### config.mk
export PLATFORM = sky130hd
export DESIGN_NAME = riscv_control_transfer_unit
export DESIGN_NICKNAME = d
export VERILOG_FILES = /design/src/rtl/ctu_pkg.sv /design/src/rtl/riscv_control_transfer_unit.sv /design/src/rtl/ctu_decode.sv /design/src/rtl/ctu_exec.sv
export SDC_FILE = /design/constraint.sdc
export NUM_CORES = 1
export LEC_CHECK = 0
export ABC_AREA = 1
export BUFFER_PORTS_ARGS = -buffer_cell sky130_fd_sc_hd__buf_4
export CAP_MARGIN = 20
export CORE_MARGIN = 1
export CORE_UTILIZATION = 26
export CTS_CLUSTER_SIZE = 28
export DETAILED_ROUTE_END_ITERATION = 8
export PLACE_DENSITY = 0.43
export SLEW_MARGIN = 20
export SYNTH_ARGS = -nofsm -noshare
export SYNTH_HDL_FRONTEND = slang
export SYNTH_HIERARCHICAL = 1
export SYNTH_SLANG_ARGS = --single-unit
### constraint.sdc
create_clock -name clk -period 6.35 [get_ports clk]
set_input_delay 0.635 -clock clk [delete_from_list [all_inputs] [get_ports clk]]
set_output_delay 0.635 -clock clk [all_outputs]
set_load 0.01 [all_outputs]
### src/rtl/ctu_pkg.sv
// Shared types and constants of the control transfer unit.
package ctu_pkg;

	localparam logic [6:0] OP_JAL    = 7'b1101111;
	localparam logic [6:0] OP_JALR   = 7'b1100111;
	localparam logic [6:0] OP_AUIPC  = 7'b0010111;
	localparam logic [6:0] OP_BRANCH = 7'b1100011;

	localparam logic [2:0] F3_JALR = 3'b000;
	localparam logic [2:0] F3_BEQ  = 3'b000;
	localparam logic [2:0] F3_BNE  = 3'b001;
	localparam logic [2:0] F3_BLT  = 3'b100;
	localparam logic [2:0] F3_BGE  = 3'b101;
	localparam logic [2:0] F3_BLTU = 3'b110;
	localparam logic [2:0] F3_BGEU = 3'b111;

	localparam logic [1:0] STATUS_DONE    = 2'd0;
	localparam logic [1:0] STATUS_RSV_F3  = 2'd1;
	localparam logic [1:0] STATUS_UNSUP   = 2'd2;

	localparam int unsigned LINK_STEP = 4;

	typedef enum logic [2:0] {
		KIND_JAL,
		KIND_JALR,
		KIND_AUIPC,
		KIND_BRANCH,
		KIND_BAD_BRANCH,
		KIND_UNSUP
	} kind_t;

	typedef struct packed {
		kind_t       kind;
		logic [2:0]  funct3;
		logic [4:0]  rd;
		logic [31:0] imm;
	} ctrl_t;

endpackage

### src/rtl/riscv_control_transfer_unit.sv
// Top level of the control transfer unit: input and result registers around the execute logic.
//
// Channel   Direction  Handshake                 Fields
// command   in         start && !busy            instruction, pc, rs1_value, rs2_value
// result    out        done (one-cycle strobe)   next_pc, rd_write, rd_addr, rd_value, status
//
// One instruction can be taken every cycle; busy is never raised.
// The result of a transfer appears with done after the input register and then the result register.
// arst_n clears the valid flags of both stages; payload registers are not reset.
// The receiver cannot stall, so the pipeline never holds.
module riscv_control_transfer_unit
	import ctu_pkg::*;
#(
	parameter int XLEN = 64
) (
	input  logic            clk,
	input  logic            arst_n,
	input  logic            start,
	output logic            busy,
	input  logic [31:0]     instruction,
	input  logic [XLEN-1:0] pc,
	input  logic [XLEN-1:0] rs1_value,
	input  logic [XLEN-1:0] rs2_value,
	output logic            done,
	output logic [XLEN-1:0] next_pc,
	output logic            rd_write,
	output logic [4:0]      rd_addr,
	output logic [XLEN-1:0] rd_value,
	output logic [1:0]      status
);

	logic            accept;
	logic            valid_s1;
	logic [31:0]     instr_s1;
	logic [XLEN-1:0] pc_s1;
	logic [XLEN-1:0] rs1_s1;
	logic [XLEN-1:0] rs2_s1;
	ctrl_t           ctrl;
	logic [XLEN-1:0] exe_next_pc;
	logic            exe_rd_write;
	logic [XLEN-1:0] exe_rd_value;
	logic [1:0]      exe_status;
	logic            valid_s2;
	logic [XLEN-1:0] next_pc_s2;
	logic            rd_write_s2;
	logic [4:0]      rd_addr_s2;
	logic [XLEN-1:0] rd_value_s2;
	logic [1:0]      status_s2;

	assign busy   = 1'b0;
	assign accept = start && !busy;

	always_ff @(posedge clk or negedge arst_n) begin
		if (!arst_n) begin
			valid_s1 <= 1'b0;
			valid_s2 <= 1'b0;
		end else begin
			valid_s1 <= accept;
			valid_s2 <= valid_s1;
		end
	end

	always_ff @(posedge clk) begin
		if (accept) begin
			instr_s1 <= instruction;
			pc_s1    <= pc;
			rs1_s1   <= rs1_value;
			rs2_s1   <= rs2_value;
		end
	end

	ctu_decode u_decode (
		.instruction (instr_s1),
		.ctrl        (ctrl)
	);

	ctu_exec #(
		.XLEN (XLEN)
	) u_exec (
		.ctrl      (ctrl),
		.pc        (pc_s1),
		.rs1_value (rs1_s1),
		.rs2_value (rs2_s1),
		.next_pc   (exe_next_pc),
		.rd_write  (exe_rd_write),
		.rd_value  (exe_rd_value),
		.status    (exe_status)
	);

	always_ff @(posedge clk) begin
		if (valid_s1) begin
			next_pc_s2  <= exe_next_pc;
			rd_write_s2 <= exe_rd_write;
			rd_addr_s2  <= ctrl.rd;
			rd_value_s2 <= exe_rd_value;
			status_s2   <= exe_status;
		end
	end

	assign done     = valid_s2;
	assign next_pc  = next_pc_s2;
	assign rd_write = rd_write_s2;
	assign rd_addr  = rd_addr_s2;
	assign rd_value = rd_value_s2;
	assign status   = status_s2;

	// Every transfer taken comes out with done, after the input and result registers.
	a_latency: assert property (@(posedge clk) disable iff (!arst_n)
		accept |-> ##2 done)
		else $error("accepted transfer did not produce a result");

	// A failed instruction never writes a register and leaves the pc alone.
	a_fail_quiet: assert property (@(posedge clk) disable iff (!arst_n)
		(done && status != STATUS_DONE) |-> (!rd_write && next_pc == $past(pc_s1)))
		else $error("failed instruction changed state");

	// x0 is never written.
	a_no_x0: assert property (@(posedge clk) disable iff (!arst_n)
		(done && rd_write) |-> (rd_addr != 5'd0))
		else $error("write to x0");

endmodule

### src/rtl/ctu_decode.sv
// Instruction decoder: operation kind, destination and immediate.
module ctu_decode
	import ctu_pkg::*;
(
	input  logic [31:0] instruction,
	output ctrl_t       ctrl
);

	logic [6:0]  opcode;
	logic [2:0]  funct3;
	logic [31:0] imm_i;
	logic [31:0] imm_u;
	logic [31:0] imm_j;
	logic [31:0] imm_b;

	assign opcode = instruction[6:0];
	assign funct3 = instruction[14:12];

	assign imm_i = {{20{instruction[31]}}, instruction[31:20]};
	assign imm_u = {instruction[31:12], 12'b0};
	assign imm_j = {{11{instruction[31]}}, instruction[31], instruction[19:12],
		instruction[20], instruction[30:21], 1'b0};
	assign imm_b = {{19{instruction[31]}}, instruction[31], instruction[7],
		instruction[30:25], instruction[11:8], 1'b0};

	always_comb begin
		ctrl.funct3 = funct3;
		ctrl.rd     = instruction[11:7];
		ctrl.kind   = KIND_UNSUP;
		ctrl.imm    = imm_i;
		case (opcode)
			OP_JAL: begin
				ctrl.kind = KIND_JAL;
				ctrl.imm  = imm_j;
			end
			OP_JALR: begin
				// Only funct3 zero is a valid JALR encoding.
				ctrl.kind = (funct3 == F3_JALR) ? KIND_JALR : KIND_UNSUP;
				ctrl.imm  = imm_i;
			end
			OP_AUIPC: begin
				ctrl.kind = KIND_AUIPC;
				ctrl.imm  = imm_u;
			end
			OP_BRANCH: begin
				ctrl.imm = imm_b;
				case (funct3)
					F3_BEQ, F3_BNE, F3_BLT, F3_BGE, F3_BLTU, F3_BGEU: begin
						ctrl.kind = KIND_BRANCH;
					end
					default: begin
						ctrl.kind = KIND_BAD_BRANCH;
					end
				endcase
			end
			default: begin
				ctrl.kind = KIND_UNSUP;
			end
		endcase
	end

endmodule

### src/rtl/ctu_exec.sv
// Execute logic: branch compare, target and link adders, result select.
module ctu_exec
	import ctu_pkg::*;
#(
	parameter int XLEN = 64
) (
	input  ctrl_t           ctrl,
	input  logic [XLEN-1:0] pc,
	input  logic [XLEN-1:0] rs1_value,
	input  logic [XLEN-1:0] rs2_value,
	output logic [XLEN-1:0] next_pc,
	output logic            rd_write,
	output logic [XLEN-1:0] rd_value,
	output logic [1:0]      status
);

	logic [XLEN-1:0] imm_x;
	logic [XLEN-1:0] base;
	logic [XLEN-1:0] target;
	logic [XLEN-1:0] pc_link;
	logic            eq;
	logic            lt;
	logic            ltu;
	logic            take;
	logic            wr;

	assign imm_x   = XLEN'($signed(ctrl.imm));
	assign base    = (ctrl.kind == KIND_JALR) ? rs1_value : pc;
	assign target  = base + imm_x;
	assign pc_link = pc + XLEN'(LINK_STEP);

	assign eq  = (rs1_value == rs2_value);
	assign lt  = ($signed(rs1_value) < $signed(rs2_value));
	assign ltu = (rs1_value < rs2_value);

	always_comb begin
		case (ctrl.funct3)
			F3_BEQ:  take = eq;
			F3_BNE:  take = !eq;
			F3_BLT:  take = lt;
			F3_BGE:  take = !lt;
			F3_BLTU: take = ltu;
			F3_BGEU: take = !ltu;
			default: take = 1'b0;
		endcase
	end

	always_comb begin
		next_pc  = pc;
		wr       = 1'b0;
		rd_value = '0;
		status   = STATUS_DONE;
		case (ctrl.kind)
			KIND_JAL: begin
				next_pc  = target;
				wr       = 1'b1;
				rd_value = pc_link;
			end
			KIND_JALR: begin
				next_pc  = {target[XLEN-1:1], 1'b0};
				wr       = 1'b1;
				rd_value = pc_link;
			end
			KIND_AUIPC: begin
				next_pc  = pc_link;
				wr       = 1'b1;
				rd_value = target;
			end
			KIND_BRANCH: begin
				next_pc = take ? target : pc_link;
			end
			KIND_BAD_BRANCH: begin
				status = STATUS_RSV_F3;
			end
			default: begin
				status = STATUS_UNSUP;
			end
		endcase
		// Writes to x0 are dropped along with their value.
		if (ctrl.rd == 5'd0) begin
			wr       = 1'b0;
			rd_value = '0;
		end
	end

	assign rd_write = wr;

endmodule
==> results_dict.tcl <==
set metrics [dict create \
    fin_area_um2 29580 \
    wl_met2_um 44300 \
    cp_cell_sequence "nand2_1, inv_1, nand2_1, nor2_4, o21ai_1, nand2_1, inv_1, nand3_4, buf_4, nor2_1, a21oi_1, ha_1, a21oi_1, o21ai_0, a21oi_1, a21boi_1, o21bai_1, xnor2_1, nor2_1, nor3_1, a21oi_1" \
    first_iter_violations 1972 \
    peakVddDrop_uv 180.9 \
    place.detailed.hpwl_um 80410 \
    clock_skew_ns 0.02858 \
    tns_ns 0 \
    clkTransAtPathRegs_ns 0.06 \
    rsz0062_at_grt "no" \
    syn_inst 2960 \
    period_minus_slack_ns 5.764 \
    vias_per_cell 4.902 \
    path_buf_inv 3 \
    r2r_cells 21 \
    timing.rr.start "instr_s1[1]" \
    place.gp.congestion 0.9852 \
    grtUsageTotal_pct 21.07 \
    area_growth_pct 23.18 \
    hold_viol 0 \
    ant_nets 0 \
    wl_met3_um 6535 \
    die_h_um 305.9 \
    ys_types 56 \
    endpoint_kind "flop" \
    syn_avg_cell_area_um2 8.112 \
    ys_seq_area_share_pct 45.23 \
    yosys.area.top_type "edfxtp_1" \
    placed_area_um2 28060 \
    power.total_mw 7.817 \
    grt_antenna_before_repair 0 \
    cts_buffers 45 \
    p_per_area_nw_per_um2 264.3 \
    cts_max_level 2 \
    max_freq_mhz 173.5 \
    die_x_um 305.9 \
    synth_ff_type "edfxtp_1" \
    clk-insertion-delay-late_ns 0.62 \
    firstDrtPassIters 7 \
    grt_pass1_vias 21570 \
    required_ns 6.70 \
    worstReg2RegEnd "next_pc[40]" \
    tightest_slew_ns 1.048 \
    yosysTopAreaCellShare_pct 45.02 \
    slew_viol_final 0 \
    slowest_stage "a21boi_1" \
    core_area_um2 91520 \
    min_to "pc_s1[20]" \
    drv_cap 0 \
    yosysMostFrequentCell "nand2_1" \
    cts-root-buf "clkbuf_16" \
    grt_start_max_net_pins 135 \
    min_period_over_period_pct 90.77 \
    synth_commonest_cells "nand2_1, inv_1, nor2_1, edfxtp_1, a21oi_1" \
    overflow 0 \
    tritoncts "built" \
    wl_per_cell_um 22.39 \
    highest_layer "met4" \
    hold_start "pc[20]" \
    initial_core_util_pct 26.24 \
    setup_viol 0 \
    route.detailed.drc 0 \
    p_leak_nw 12.38 \
    die_area_um2 93570 \
    wl_um 101200 \
    worst_hold_path.num_cells 1 \
    cp_top_family "compound AO/OA/AOI/OAI gates" \
    drive_above_1_share_pct 16.21 \
    syn-num-nets 3316 \
    wl_met1_um 47440 \
    nets 3654 \
    slowest_delay_ns 0.54 \
    synth_edf_count 360 \
    ios 365 \
    cts_sinks 362 \
    crit_path_start_kind "flop" \
    critPathKind "flop to flop" \
    yosysWarningCount 6 \
    vias 22150 \
    rrSetupSlack_ns 0.59 \
    max-slew-margin-rel_pct 30.13 \
    cp_common_cell "a21oi_1" \
    synth_area_um2 24010 \
    placementRows 111 \
    whs_ns 0.1975 \
    arrival_ns 6.11 \
    status "finished clean" \
    synth-seq-cells 362 \
    hp-class "input port to flop" \
    crit_fanout 28 \
    portBuffers 363 \
    grt_pass1_wl_um 145000 \
    cts_setup_buffers 0 \
    synth.area.top_cells "edfxtp_1, nand2_1, ha_1, inv_1, nor2_1" \
    clock_path_buffers 3 \
    async_flop_share_pct 0.5525 \
]
[report_power, final]
group,internal [mW],total (mW),leakage (nW),switching (mW)
Clock,1.56,2.67,0.721,1.10
Combinational,0.682,2.13,8.13,1.45
Sequential,2.85,3.02,3.53,0.165
Total,5.10,7.82,12.4,2.72
[flip-flops by register name, summed over array words and instances (netlist names), 2 cells and up]
register / count
rd_addr: 5
status: 2
next_pc: 64
instr_s1: 32
rd_value: 64
rs1_s1: 64
rs2_s1: 64
pc_s1: 64
[through the flow]
step	std cells	setup slack (ns)	utilization, %
floorplan	2960	1.828	-
global placement	4436	0.6912	30.66
detailed placement	4436	0.7340	30.66
CTS	4518	0.7085	32.31
global route	4518	0.3209	32.31
finish	4519	0.5860	32.32
[worst max-delay path by stage]
stage	end	slack, ns	depth (start not counted)	startpoint
5_1_grt	next_pc[36]	0.32	23	instr_s1[1]
2_1_floorplan	next_pc[58]	1.83	32	instr_s1[4]
3_3_place_gp	next_pc[36]	0.69	23	instr_s1[1]
3_5_place_dp	next_pc[36]	0.73	23	instr_s1[1]
6_report	next_pc[40]	0.59	21	instr_s1[1]
4_1_cts	next_pc[36]	0.71	23	instr_s1[1]
[area by class of cell]
cell class                 instances  area (µm²)
timing repair buffer             388        2960
fill                            9795       61950
antenna                            1       2.502
sequential                       362       10860
clock buffer                      54        1160
multi-input combinational       2080       11180
clock inverter                    27       349.1
inverter                         421        1582
tap                             1186        1484
[cells in the final DEF (no fill, tap or decap), types with 7 or more instances in the layout]
master / instances
a21oi_1: 266
buf_4: 383
clkbuf_1: 9
clkbuf_16: 45
edfxtp_1: 360
ha_1: 128
inv_1: 409
inv_2: 10
nand2_1: 555
nand2_2: 9
nand3_1: 204
nand3b_1: 7
nand4_1: 42
nor2_1: 407
nor2_2: 7
nor2_4: 7
nor3_1: 48
nor4_1: 15
o21ai_0: 91
o21ai_1: 19
o21ai_2: 10
o21bai_1: 28
o22ai_1: 56
or2_0: 7
or2_2: 14
xnor2_1: 19
xor2_1: 70
[cell families after synthesis]
logic type	Yosys count	share of synthesized area, %
DFF	362	45.23
other	1	0.01562
and+or+nand+nor	1343	24.15
buffers and inverters	518	8.431
adders and majority gates	129	6.753
muxes	6	0.2814
AOI/OAI and AO/OA	512	11.89
xor gates and xnor gates	89	3.246
[layer usage]
layer,up-vias,track usage [%]
met4,0,6.264
met5,-,0
met3,132,2.855
li1,10640,-
met1,10520,30.33
met2,855,32.61
[what timing repair did]
| item | in CTS | in global routing |
|---|---|---|
| gates resized for setup | 0 | 0 |
| endpoints found under the hold margin | 2 | 0 |
| hold buffers | 1 | 0 |
Power figures use the tool's default switching activity.
